===== src/rtl/fti_pkg.sv =====
// Package for the fuzzy threat inference pipeline: grade types, membership
// tables, constant-divisor helpers and configuration register indexes.
// No dependencies.
`default_nettype none

package fti_pkg;

   localparam int GRADE_W   = 17;
   localparam int CRISP_W   = 16;
   localparam int CENT_W    = 6;
   localparam int COUNT_W   = 6;
   localparam int DIST_W    = 12;
   localparam int TERM_W    = 10;
   localparam int RECIP_W   = 25;
   localparam int NUM_W     = 24;
   localparam int SUM_W     = 18;
   localparam int DIV_STAGES    = 8;
   localparam int DIV_STEP_BITS = 2;

   typedef logic [GRADE_W-1:0] grade_type;

   localparam grade_type GRADE_ONE = GRADE_W'(65536);

   localparam logic [CENT_W-1:0] CENTROID_LOW_RESET    = CENT_W'(10);
   localparam logic [CENT_W-1:0] CENTROID_MEDIUM_RESET = CENT_W'(30);
   localparam logic [CENT_W-1:0] CENTROID_HIGH_RESET   = CENT_W'(50);

   localparam logic [1:0] CSR_CENTROID_LOW    = 2'd0;
   localparam logic [1:0] CSR_CENTROID_MEDIUM = 2'd1;
   localparam logic [1:0] CSR_CENTROID_HIGH   = 2'd2;

   typedef enum logic [1:0] {TERM_ZERO, TERM_ONE, TERM_DIV} term_kind_type;
   typedef enum logic [1:0] {DIV_200, DIV_300, DIV_500, DIV_800} div_sel_type;

   // one distance membership before its slope quotient is formed
   typedef struct packed {
      term_kind_type     kind;
      div_sel_type       sel;
      logic [TERM_W-1:0] num;
   } dist_term_type;

   // word that rides along the divider
   typedef struct packed {
      grade_type low;
      grade_type med;
      grade_type high;
      logic      none;
   } result_tag_type;

   // floor(2^32 / divisor)
   function automatic logic [RECIP_W-1:0] recip(input div_sel_type sel);
      unique case (sel)
         DIV_200: recip = RECIP_W'(21474836);
         DIV_300: recip = RECIP_W'(14316557);
         DIV_500: recip = RECIP_W'(8589934);
         DIV_800: recip = RECIP_W'(5368709);
         default: recip = '0;
      endcase
   endfunction

   function automatic logic [TERM_W-1:0] divisor(input div_sel_type sel);
      unique case (sel)
         DIV_200: divisor = TERM_W'(200);
         DIV_300: divisor = TERM_W'(300);
         DIV_500: divisor = TERM_W'(500);
         DIV_800: divisor = TERM_W'(800);
         default: divisor = '0;
      endcase
   endfunction

   // count sets: triangle 0,1,7
   function automatic grade_type count_tiny(input logic [COUNT_W-1:0] n);
      unique case (n)
         6'd1:    count_tiny = GRADE_ONE;
         6'd2:    count_tiny = GRADE_W'(54613);
         6'd3:    count_tiny = GRADE_W'(43690);
         6'd4:    count_tiny = GRADE_W'(32768);
         6'd5:    count_tiny = GRADE_W'(21845);
         6'd6:    count_tiny = GRADE_W'(10922);
         default: count_tiny = '0;
      endcase
   endfunction

   // trapezoid 6,8,10,12
   function automatic grade_type count_small(input logic [COUNT_W-1:0] n);
      unique case (n)
         6'd7, 6'd11:       count_small = GRADE_W'(32768);
         6'd8, 6'd9, 6'd10: count_small = GRADE_ONE;
         default:           count_small = '0;
      endcase
   endfunction

   // trapezoid 11,13,15,17
   function automatic grade_type count_moderate(input logic [COUNT_W-1:0] n);
      unique case (n)
         6'd12, 6'd16:        count_moderate = GRADE_W'(32768);
         6'd13, 6'd14, 6'd15: count_moderate = GRADE_ONE;
         default:             count_moderate = '0;
      endcase
   endfunction

   // ramp 16,19
   function automatic grade_type count_large(input logic [COUNT_W-1:0] n);
      if (n <= 6'd16) begin
         count_large = '0;
      end else if (n == 6'd17) begin
         count_large = GRADE_W'(21845);
      end else if (n == 6'd18) begin
         count_large = GRADE_W'(43690);
      end else begin
         count_large = GRADE_ONE;
      end
   endfunction

   function automatic grade_type gmin(input grade_type a, input grade_type b);
      gmin = (a < b) ? a : b;
   endfunction

   function automatic grade_type gmax(input grade_type a, input grade_type b);
      gmax = (a > b) ? a : b;
   endfunction

endpackage

`default_nettype wire


===== src/rtl/fti_divider.sv =====
// Pipelined restoring divider for the centroid average, two quotient bits
// per stage, with a tag word carried alongside. Depends on fti_pkg.
`default_nettype none

module fti_divider
   import fti_pkg::*;
(
   input  wire logic                 clock,
   input  wire logic                 reset,
   input  wire logic                 in_valid,
   input  wire logic [NUM_W-1:0]     in_num,
   input  wire logic [SUM_W-1:0]     in_den,
   input  wire result_tag_type       in_tag,
   output logic                      out_valid,
   output logic [CRISP_W-1:0]        out_quot,
   output result_tag_type            out_tag
);

   logic                 valid_ff [DIV_STAGES+1];
   logic                 valid_in [DIV_STAGES+1];
   logic [SUM_W-1:0]     rem_ff   [DIV_STAGES+1];
   logic [SUM_W-1:0]     rem_in   [DIV_STAGES+1];
   logic [CRISP_W-1:0]   low_ff   [DIV_STAGES+1];
   logic [CRISP_W-1:0]   low_in   [DIV_STAGES+1];
   logic [CRISP_W-1:0]   quot_ff  [DIV_STAGES+1];
   logic [CRISP_W-1:0]   quot_in  [DIV_STAGES+1];
   logic [SUM_W-1:0]     den_ff   [DIV_STAGES+1];
   logic [SUM_W-1:0]     den_in   [DIV_STAGES+1];
   result_tag_type       tag_ff   [DIV_STAGES+1];
   result_tag_type       tag_in   [DIV_STAGES+1];

   // load: dividend is num << 10; its top bits are already below the divisor
   // since the quotient fits 16 bits
   always_comb begin
      logic [SUM_W-1:0]   rem;
      logic [CRISP_W-1:0] low;
      logic [CRISP_W-1:0] quo;
      logic [SUM_W:0]     trial;
      valid_in[0] = in_valid;
      rem_in[0]   = in_num[NUM_W-1:6];
      low_in[0]   = {in_num[5:0], 10'b0};
      quot_in[0]  = '0;
      den_in[0]   = in_den;
      tag_in[0]   = in_tag;
      for (int s = 0; s < DIV_STAGES; s++) begin
         rem = rem_ff[s];
         low = low_ff[s];
         quo = quot_ff[s];
         for (int b = 0; b < DIV_STEP_BITS; b++) begin
            trial = {rem, low[CRISP_W-1]};
            low   = {low[CRISP_W-2:0], 1'b0};
            if (trial >= {1'b0, den_ff[s]}) begin
               rem = SUM_W'(trial - {1'b0, den_ff[s]});
               quo = {quo[CRISP_W-2:0], 1'b1};
            end else begin
               rem = trial[SUM_W-1:0];
               quo = {quo[CRISP_W-2:0], 1'b0};
            end
         end
         valid_in[s+1] = valid_ff[s];
         rem_in[s+1]   = rem;
         low_in[s+1]   = low;
         quot_in[s+1]  = quo;
         den_in[s+1]   = den_ff[s];
         tag_in[s+1]   = tag_ff[s];
      end
   end

   // stage registers
   always_ff @(posedge clock) begin
      for (int s = 0; s <= DIV_STAGES; s++) begin
         if (reset) begin
            valid_ff[s] <= 1'b0;
         end else begin
            valid_ff[s] <= valid_in[s];
         end
         rem_ff[s]  <= rem_in[s];
         low_ff[s]  <= low_in[s];
         quot_ff[s] <= quot_in[s];
         den_ff[s]  <= den_in[s];
         tag_ff[s]  <= tag_in[s];
      end
   end

   assign out_valid = valid_ff[DIV_STAGES];
   assign out_quot  = quot_ff[DIV_STAGES];
   assign out_tag   = tag_ff[DIV_STAGES];

   // partial remainder stays below a nonzero divisor
   a_rem_bound: assert property (@(posedge clock) disable iff (reset)
      valid_ff[0] && den_ff[0] != '0 |-> rem_ff[0] < den_ff[0])
      else $error("divider remainder out of range");

   a_rem_last: assert property (@(posedge clock) disable iff (reset)
      out_valid && den_ff[DIV_STAGES] != '0 |-> rem_ff[DIV_STAGES] < den_ff[DIV_STAGES])
      else $error("divider final remainder out of range");

   a_none_den: assert property (@(posedge clock) disable iff (reset)
      out_valid |-> (out_tag.none == (den_ff[DIV_STAGES] == '0)))
      else $error("no-activation flag disagrees with divisor");

endmodule

`default_nettype wire


===== src/rtl/fuzzy_threat_inference.sv =====
// Top level of the fuzzy threat inference pipeline: fuzzification, rule
// base, centroid weighting and defuzzification. Depends on fti_pkg, fti_divider.
//
//   channel | ports                                   | handshake
//   --------+-----------------------------------------+----------------------------
//   request | start, busy, req_item_count, req_distance | word taken: start && !busy
//   result  | rsp_strobe, rsp_* fields                | one cycle, receiver can't stall
//   config  | csr_write_enable, csr_index, csr_write_data | written when enable high
//
// One word enters per cycle while busy is low; after its word is taken, each
// result passes 4 fuzzify/rule stages, 1 divider load and 8 divider stages.
// Most of that depth comes from the 2-bit-per-stage restoring divider.
// Reset is synchronous: it flushes all valid bits, restores the centroids and
// holds busy high. Results cannot be stalled, so nothing ever backs up.
`default_nettype none

module fuzzy_threat_inference
   import fti_pkg::*;
(
   input  wire logic                clock,
   input  wire logic                reset,
   input  wire logic                start,
   output logic                     busy,
   input  wire logic [COUNT_W-1:0]  req_item_count,
   input  wire logic [DIST_W-1:0]   req_distance,
   output logic                     rsp_strobe,
   output logic [GRADE_W-1:0]       rsp_low_grade,
   output logic [GRADE_W-1:0]       rsp_medium_grade,
   output logic [GRADE_W-1:0]       rsp_high_grade,
   output logic [CRISP_W-1:0]       rsp_crisp_level,
   output logic                     rsp_no_activation,
   input  wire logic                csr_write_enable,
   input  wire logic [1:0]          csr_index,
   input  wire logic [CENT_W-1:0]   csr_write_data
);

   logic [CENT_W-1:0] cent_low_ff, cent_med_ff, cent_high_ff;

   logic          accept;
   logic          s1_valid_ff, s2_valid_ff, s3_valid_ff, s4_valid_ff;
   grade_type     s1_count_ff [4];
   grade_type     s2_count_ff [4];
   grade_type     s3_count_ff [4];
   dist_term_type s1_term_in  [3];
   dist_term_type s1_term_ff  [3];
   dist_term_type s2_term_ff  [3];
   logic [GRADE_W-1:0] s2_q0_in [3];
   logic [GRADE_W-1:0] s2_q0_ff [3];
   grade_type     s3_dist_in  [3];
   grade_type     s3_dist_ff  [3];
   grade_type     s4_low_in, s4_med_in, s4_high_in;
   grade_type     s4_low_ff, s4_med_ff, s4_high_ff;

   logic [NUM_W-1:0] div_num;
   logic [SUM_W-1:0] div_den;
   result_tag_type   div_tag;
   logic             out_valid;
   logic [CRISP_W-1:0] out_quot;
   result_tag_type   out_tag;

   assign busy   = reset;
   assign accept = start && !busy;

   // centroid registers
   always_ff @(posedge clock) begin
      if (reset) begin
         cent_low_ff  <= CENTROID_LOW_RESET;
         cent_med_ff  <= CENTROID_MEDIUM_RESET;
         cent_high_ff <= CENTROID_HIGH_RESET;
      end else if (csr_write_enable) begin
         if (csr_index == CSR_CENTROID_LOW)    cent_low_ff  <= csr_write_data;
         if (csr_index == CSR_CENTROID_MEDIUM) cent_med_ff  <= csr_write_data;
         if (csr_index == CSR_CENTROID_HIGH)   cent_high_ff <= csr_write_data;
      end
   end

   // stage 1: distance region decode (close, medium, far)
   always_comb begin
      logic [DIST_W-1:0] d;
      d = req_distance;
      // close: triangle 0,500,1300
      s1_term_in[0].num = '0;
      if (d == '0 || d >= DIST_W'(1300)) begin
         s1_term_in[0].kind = TERM_ZERO;
         s1_term_in[0].sel  = DIV_500;
      end else if (d == DIST_W'(500)) begin
         s1_term_in[0].kind = TERM_ONE;
         s1_term_in[0].sel  = DIV_500;
      end else if (d < DIST_W'(500)) begin
         s1_term_in[0].kind = TERM_DIV;
         s1_term_in[0].sel  = DIV_500;
         s1_term_in[0].num  = d[TERM_W-1:0];
      end else begin
         s1_term_in[0].kind = TERM_DIV;
         s1_term_in[0].sel  = DIV_800;
         s1_term_in[0].num  = TERM_W'(DIST_W'(1300) - d);
      end
      // medium: trapezoid 1150,1350,1900,2100
      s1_term_in[1].num = '0;
      s1_term_in[1].sel = DIV_200;
      if (d <= DIST_W'(1150) || d >= DIST_W'(2100)) begin
         s1_term_in[1].kind = TERM_ZERO;
      end else if (d >= DIST_W'(1350) && d <= DIST_W'(1900)) begin
         s1_term_in[1].kind = TERM_ONE;
      end else if (d < DIST_W'(1350)) begin
         s1_term_in[1].kind = TERM_DIV;
         s1_term_in[1].num  = TERM_W'(d - DIST_W'(1150));
      end else begin
         s1_term_in[1].kind = TERM_DIV;
         s1_term_in[1].num  = TERM_W'(DIST_W'(2100) - d);
      end
      // far: ramp 1950,2250
      s1_term_in[2].num = '0;
      s1_term_in[2].sel = DIV_300;
      if (d <= DIST_W'(1950)) begin
         s1_term_in[2].kind = TERM_ZERO;
      end else if (d > DIST_W'(2250)) begin
         s1_term_in[2].kind = TERM_ONE;
      end else begin
         s1_term_in[2].kind = TERM_DIV;
         s1_term_in[2].num  = TERM_W'(d - DIST_W'(1950));
      end
   end

   // stage 2: reciprocal estimate, may be one low
   always_comb begin
      logic [TERM_W+RECIP_W-1:0] prod;
      for (int i = 0; i < 3; i++) begin
         prod = (TERM_W+RECIP_W)'(s1_term_ff[i].num) *
                (TERM_W+RECIP_W)'(recip(s1_term_ff[i].sel));
         s2_q0_in[i] = prod[GRADE_W+15:16];
      end
   end

   // stage 3: one correction step, then resolve zero/one cases
   always_comb begin
      logic [TERM_W+16:0] v;
      logic [TERM_W+16:0] qd;
      logic [TERM_W+16:0] r;
      for (int i = 0; i < 3; i++) begin
         v  = {1'b0, s2_term_ff[i].num, 16'b0};
         qd = (TERM_W+17)'(s2_q0_ff[i]) * (TERM_W+17)'(divisor(s2_term_ff[i].sel));
         r  = v - qd;
         unique case (s2_term_ff[i].kind)
            TERM_ONE: s3_dist_in[i] = GRADE_ONE;
            TERM_DIV: begin
               if (r >= (TERM_W+17)'(divisor(s2_term_ff[i].sel))) begin
                  s3_dist_in[i] = s2_q0_ff[i] + GRADE_W'(1);
               end else begin
                  s3_dist_in[i] = s2_q0_ff[i];
               end
            end
            default: s3_dist_in[i] = '0;
         endcase
      end
   end

   // stage 4: rule base; count order tiny, small, moderate, large
   always_comb begin
      s4_low_in = gmax(gmax(gmin(s3_dist_ff[1], s3_count_ff[0]),
                            gmin(s3_dist_ff[1], s3_count_ff[1])),
                       gmin(s3_dist_ff[2], GRADE_ONE - s3_count_ff[3]));
      s4_med_in = gmax(gmax(gmin(s3_dist_ff[0], s3_count_ff[0]),
                            gmin(s3_dist_ff[1], s3_count_ff[2])),
                       gmin(s3_dist_ff[2], s3_count_ff[3]));
      s4_high_in = gmax(gmin(s3_dist_ff[0], GRADE_ONE - s3_count_ff[0]),
                        gmin(s3_dist_ff[1], s3_count_ff[3]));
   end

   // front pipeline registers
   always_ff @(posedge clock) begin
      if (reset) begin
         s1_valid_ff <= 1'b0;
         s2_valid_ff <= 1'b0;
         s3_valid_ff <= 1'b0;
         s4_valid_ff <= 1'b0;
      end else begin
         s1_valid_ff <= accept;
         s2_valid_ff <= s1_valid_ff;
         s3_valid_ff <= s2_valid_ff;
         s4_valid_ff <= s3_valid_ff;
      end
      s1_count_ff[0] <= count_tiny(req_item_count);
      s1_count_ff[1] <= count_small(req_item_count);
      s1_count_ff[2] <= count_moderate(req_item_count);
      s1_count_ff[3] <= count_large(req_item_count);
      for (int i = 0; i < 4; i++) begin
         s2_count_ff[i] <= s1_count_ff[i];
         s3_count_ff[i] <= s2_count_ff[i];
      end
      for (int i = 0; i < 3; i++) begin
         s1_term_ff[i] <= s1_term_in[i];
         s2_term_ff[i] <= s1_term_ff[i];
         s2_q0_ff[i]   <= s2_q0_in[i];
         s3_dist_ff[i] <= s3_dist_in[i];
      end
      s4_low_ff  <= s4_low_in;
      s4_med_ff  <= s4_med_in;
      s4_high_ff <= s4_high_in;
   end

   // weighted centroid sum and grade sum into the divider
   always_comb begin
      div_num = NUM_W'(s4_low_ff) * NUM_W'(cent_low_ff)
              + NUM_W'(s4_med_ff) * NUM_W'(cent_med_ff)
              + NUM_W'(s4_high_ff) * NUM_W'(cent_high_ff);
      div_den = SUM_W'(s4_low_ff) + SUM_W'(s4_med_ff) + SUM_W'(s4_high_ff);
      div_tag.low    = s4_low_ff;
      div_tag.med    = s4_med_ff;
      div_tag.high   = s4_high_ff;
      div_tag.none   = (div_den == '0);
   end

   fti_divider u_divider (
      .clock     (clock),
      .reset     (reset),
      .in_valid  (s4_valid_ff),
      .in_num    (div_num),
      .in_den    (div_den),
      .in_tag    (div_tag),
      .out_valid (out_valid),
      .out_quot  (out_quot),
      .out_tag   (out_tag)
   );

   // result word
   assign rsp_strobe        = out_valid;
   assign rsp_low_grade     = out_tag.low;
   assign rsp_medium_grade  = out_tag.med;
   assign rsp_high_grade    = out_tag.high;
   assign rsp_no_activation = out_tag.none;
   assign rsp_crisp_level   = out_tag.none ? '0 : out_quot;

   a_none_zero: assert property (@(posedge clock) disable iff (reset)
      rsp_strobe && rsp_no_activation |->
         rsp_low_grade == '0 && rsp_medium_grade == '0 && rsp_high_grade == '0)
      else $error("no activation with a nonzero grade");

   a_crisp_range: assert property (@(posedge clock) disable iff (reset)
      rsp_strobe |-> rsp_crisp_level <= CRISP_W'(64512))
      else $error("crisp level above top centroid");

   a_grade_bound: assert property (@(posedge clock) disable iff (reset)
      s4_valid_ff |-> s4_low_ff <= GRADE_ONE && s4_med_ff <= GRADE_ONE &&
                      s4_high_ff <= GRADE_ONE)
      else $error("rule grade above one");

endmodule

`default_nettype wire


===== config.mk =====
export PLATFORM = sky130hd
export DESIGN_NAME = fuzzy_threat_inference
export DESIGN_NICKNAME = d
export VERILOG_FILES = /design/src/rtl/fti_pkg.sv /design/src/rtl/fti_divider.sv /design/src/rtl/fuzzy_threat_inference.sv
export SDC_FILE = /design/constraint.sdc
export NUM_CORES = 2
export LEC_CHECK = 0
export BUFFER_PORTS_ARGS = -buffer_cell sky130_fd_sc_hd__buf_2
export CAP_MARGIN = 20
export CORE_AREA = 2 2 473 428
export CTS_CLUSTER_SIZE = 8
export DETAILED_ROUTE_END_ITERATION = 6
export DIE_AREA = 0 0 475 430
export PLACE_DENSITY = 0.56
export SYNTH_ARGS = -nofsm -noshare
export SYNTH_HDL_FRONTEND = slang
export SYNTH_SLANG_ARGS = --single-unit

===== constraint.sdc =====
create_clock -name clock -period 9.3 [get_ports clock]
set_clock_uncertainty 0.15 [all_clocks]
set_input_delay 0.465 -clock clock [delete_from_list [all_inputs] [get_ports clock]]
set_output_delay 0.465 -clock clock [all_outputs]
set_load 0.005 [all_outputs]

==> results.yml <==
status:
  status: "completed"
timing:
  drv_slew: 0
  finalCritPeriodShare: 0.912
  period_needed_ns: 8.49
  rsz0062_at_grt: "false"
  setup_tns_ns: 0
  maxSlewHeadroom: 0.291
  setup-violations-final: 0
  max_freq_ghz: 0.118
  worstMarginPinSlew_ns: 1.06
  hold_viol_final: 0
worst_setup_path:
  cp_common_cell: "o21a_1"
  path_class: "flip-flop to flip-flop"
  cp_slowest_cell: "dfxtp_1"
  cp_max_fo: 16
  cpPeakStageDelay_ns: 0.70
  cp-end-kind: "flip-flop"
  worstPathArrival_ns: 8.96
  start_kind: "flip-flop"
  required_ns: 9.78
global_route:
  grt_pass1_vias: 57900
  grt-ovfl-total: 0
  grt_pass1_wl_mm: 316
  antenna_found_initial: 7
  globalRouteTotalUtil: 0.194
  grt_max_degree: 33
clock_network:
  cts_setup_buffers: 0
  htree_levels: 4
  clock-sinks: 1131
  ctsResizeCount: 0
  cts_root_buffer: "clkbuf_16"
  cts_tree: "built"
  path_clk_slew_ns: 0.05
  insertion_delay_ns: 0.81
  cts_hold_buf: 33
  cts_buffers: 163
  clk_path_buf_depth: 3
final_layout:
  register_area_um2: 22600
  syn_to_final_growth_pct: 10.9
  drive_gt1_frac: 0.0693
  multiInputGateArea_um2: 51300
  fill_cells: 19200
  fin_nets: 10200
yosys:
  ys_types: 95
  ys_top_cells_by_area: "dfxtp_1, ha_1, fa_1"
  async_flop_share: 0
  avgSynthCellArea_um2: 9.69
  syn_inst: 8188
  ys_top_cells_by_count: "inv_1, dfxtp_1, ha_1"
  ys_seq_elements: 1131
  synth_edf_count: 0
  yosys_warnings: 0
  post-synth-top-area-cell: "dfxtp_1"
  ys.flop_type: "dfxtp_1"
  yosysSeqAreaShare: 0.285
  yosys.area.top_type_share: 0.285
  post-synth-top-count-cell: "inv_1"
  netlist_area_um2: 79400
placement:
  gp_congestion: 0.897
  dp_hpwl_mm: 158
  port_buffers: 99
route:
  drc: 0
  wl_per_cell_um: 17.7
  via_per_inst: 5.09
  routed_wl_mm: 196
  drtPass1Iterations: 6
  vias: 56600
  ant_nets: 0
  drtIter0Drc: 3245
min_path:
  hp-class: "input pin to flip-flop"
flow_run:
  maxCapViolCount: 0
floorplanning:
  die_area_um2: 204000
  initial_core_util: 0.397
  core_region_area_um2: 200000
  die_h_um: 430
  ioPinCount: 100
  die-width_um: 475
  row_count: 156
[cells in the final DEF, fill, tap and decap left out, drive strengths merged, types with 85 or more instances in the layout]
master	n
mux2i	143
nand2	586
and2	129
ha	1091
nor3	105
dfxtp	1131
a21o	170
nand3	99
a21oi	397
mux2	171
nor2b	120
o21a	87
o21ai	261
xor2	116
inv	1330
clkbuf	184
nor2	366
xnor2	256
fa	664
buf	143
nand4	85
[cell type report]
cell class / count / area share
inverters: 1329 / 0.0567
flip-flops and latches: 1131 / 0.257
well taps: 2686 / 0.0382
diodes: 8 / 0.000227
clock buffers: 183 / 0.0480
repair buffers: 177 / 0.0134
clock inverters: 15 / 0.00378
multi-input cells: 5588 / 0.582
[final timing paths]
check / from / end / slack (ns) / depth (start not counted)
worst max-delay path: s3_count_ff[0][13] / s4_low_ff[1] / 0.81 / 35
worst min-delay path: csr_index[1] / cent_low_ff[5] / 0.06 / 5
worst max register to register: s3_count_ff[0][13] / s4_low_ff[1] / 0.81 / 35
worst min register to register: s1_count_ff[0][15] / s2_count_ff[0][15] / 0.15 / 0
[registers in the layout, summed over array words and instances (netlist names), 37 cells and up]
signal	cells
u_divider.tag_ff	468
s1_term_ff	37
s2_q0_ff	51
u_divider.den_ff	144
u_divider.quot_ff	72
u_divider.rem_ff	144
s2_term_ff	37
s3_dist_ff	51
[stage by stage]
stage / cell area, um2 / instances / utilization / setup slack (ns) / hold WS [ns]
floorplan: 79400 / 8195 / - / 1.42 / 0.160
global route: 88000 / 11100 / 0.441 / 0.118 / 0.0615
finish: 88000 / 11100 / 0.441 / 0.815 / 0.0577
global placement: 83000 / 10900 / 0.416 / 1.09 / 0.160
CTS: 87900 / 11100 / 0.440 / 0.808 / 0.00131
detailed placement: 83000 / 10900 / 0.416 / 0.903 / 0.162
[critical path, delay by kind of cell (launching register included)]
kind | cells | cell delay, ns
multiplexers | 3 | 0.68
AO/OA/AOI/OAI | 21 | 4.37
flip-flops | 1 | 0.70
adder cells (fa/ha/maj) | 3 | 0.96
AND/OR/NAND/NOR | 4 | 0.63
buffers and inverters | 4 | 0.81
[cell families after synthesis]
group / synth area share
and+or+nand+nor: 0.112
adders and majority gates: 0.339
buffers and inverters: 0.0699
AOI/OAI and AO/OA: 0.110
DFF: 0.285
xor gates and xnor gates: 0.0411
muxes: 0.0423
other: 0.0000946
[layer usage]
layer  vias up  global-route usage  routed length, um
met5         -                   0                 23
met4         4              0.0469               4140
met3       246              0.0304               9540
met2      1260               0.318              90000
met1     27500               0.267              92700
li1      27600                   -                  -
Power is not shown: default switching activity piles up to over one toggle a cycle in this logic, so the estimate is an artifact.
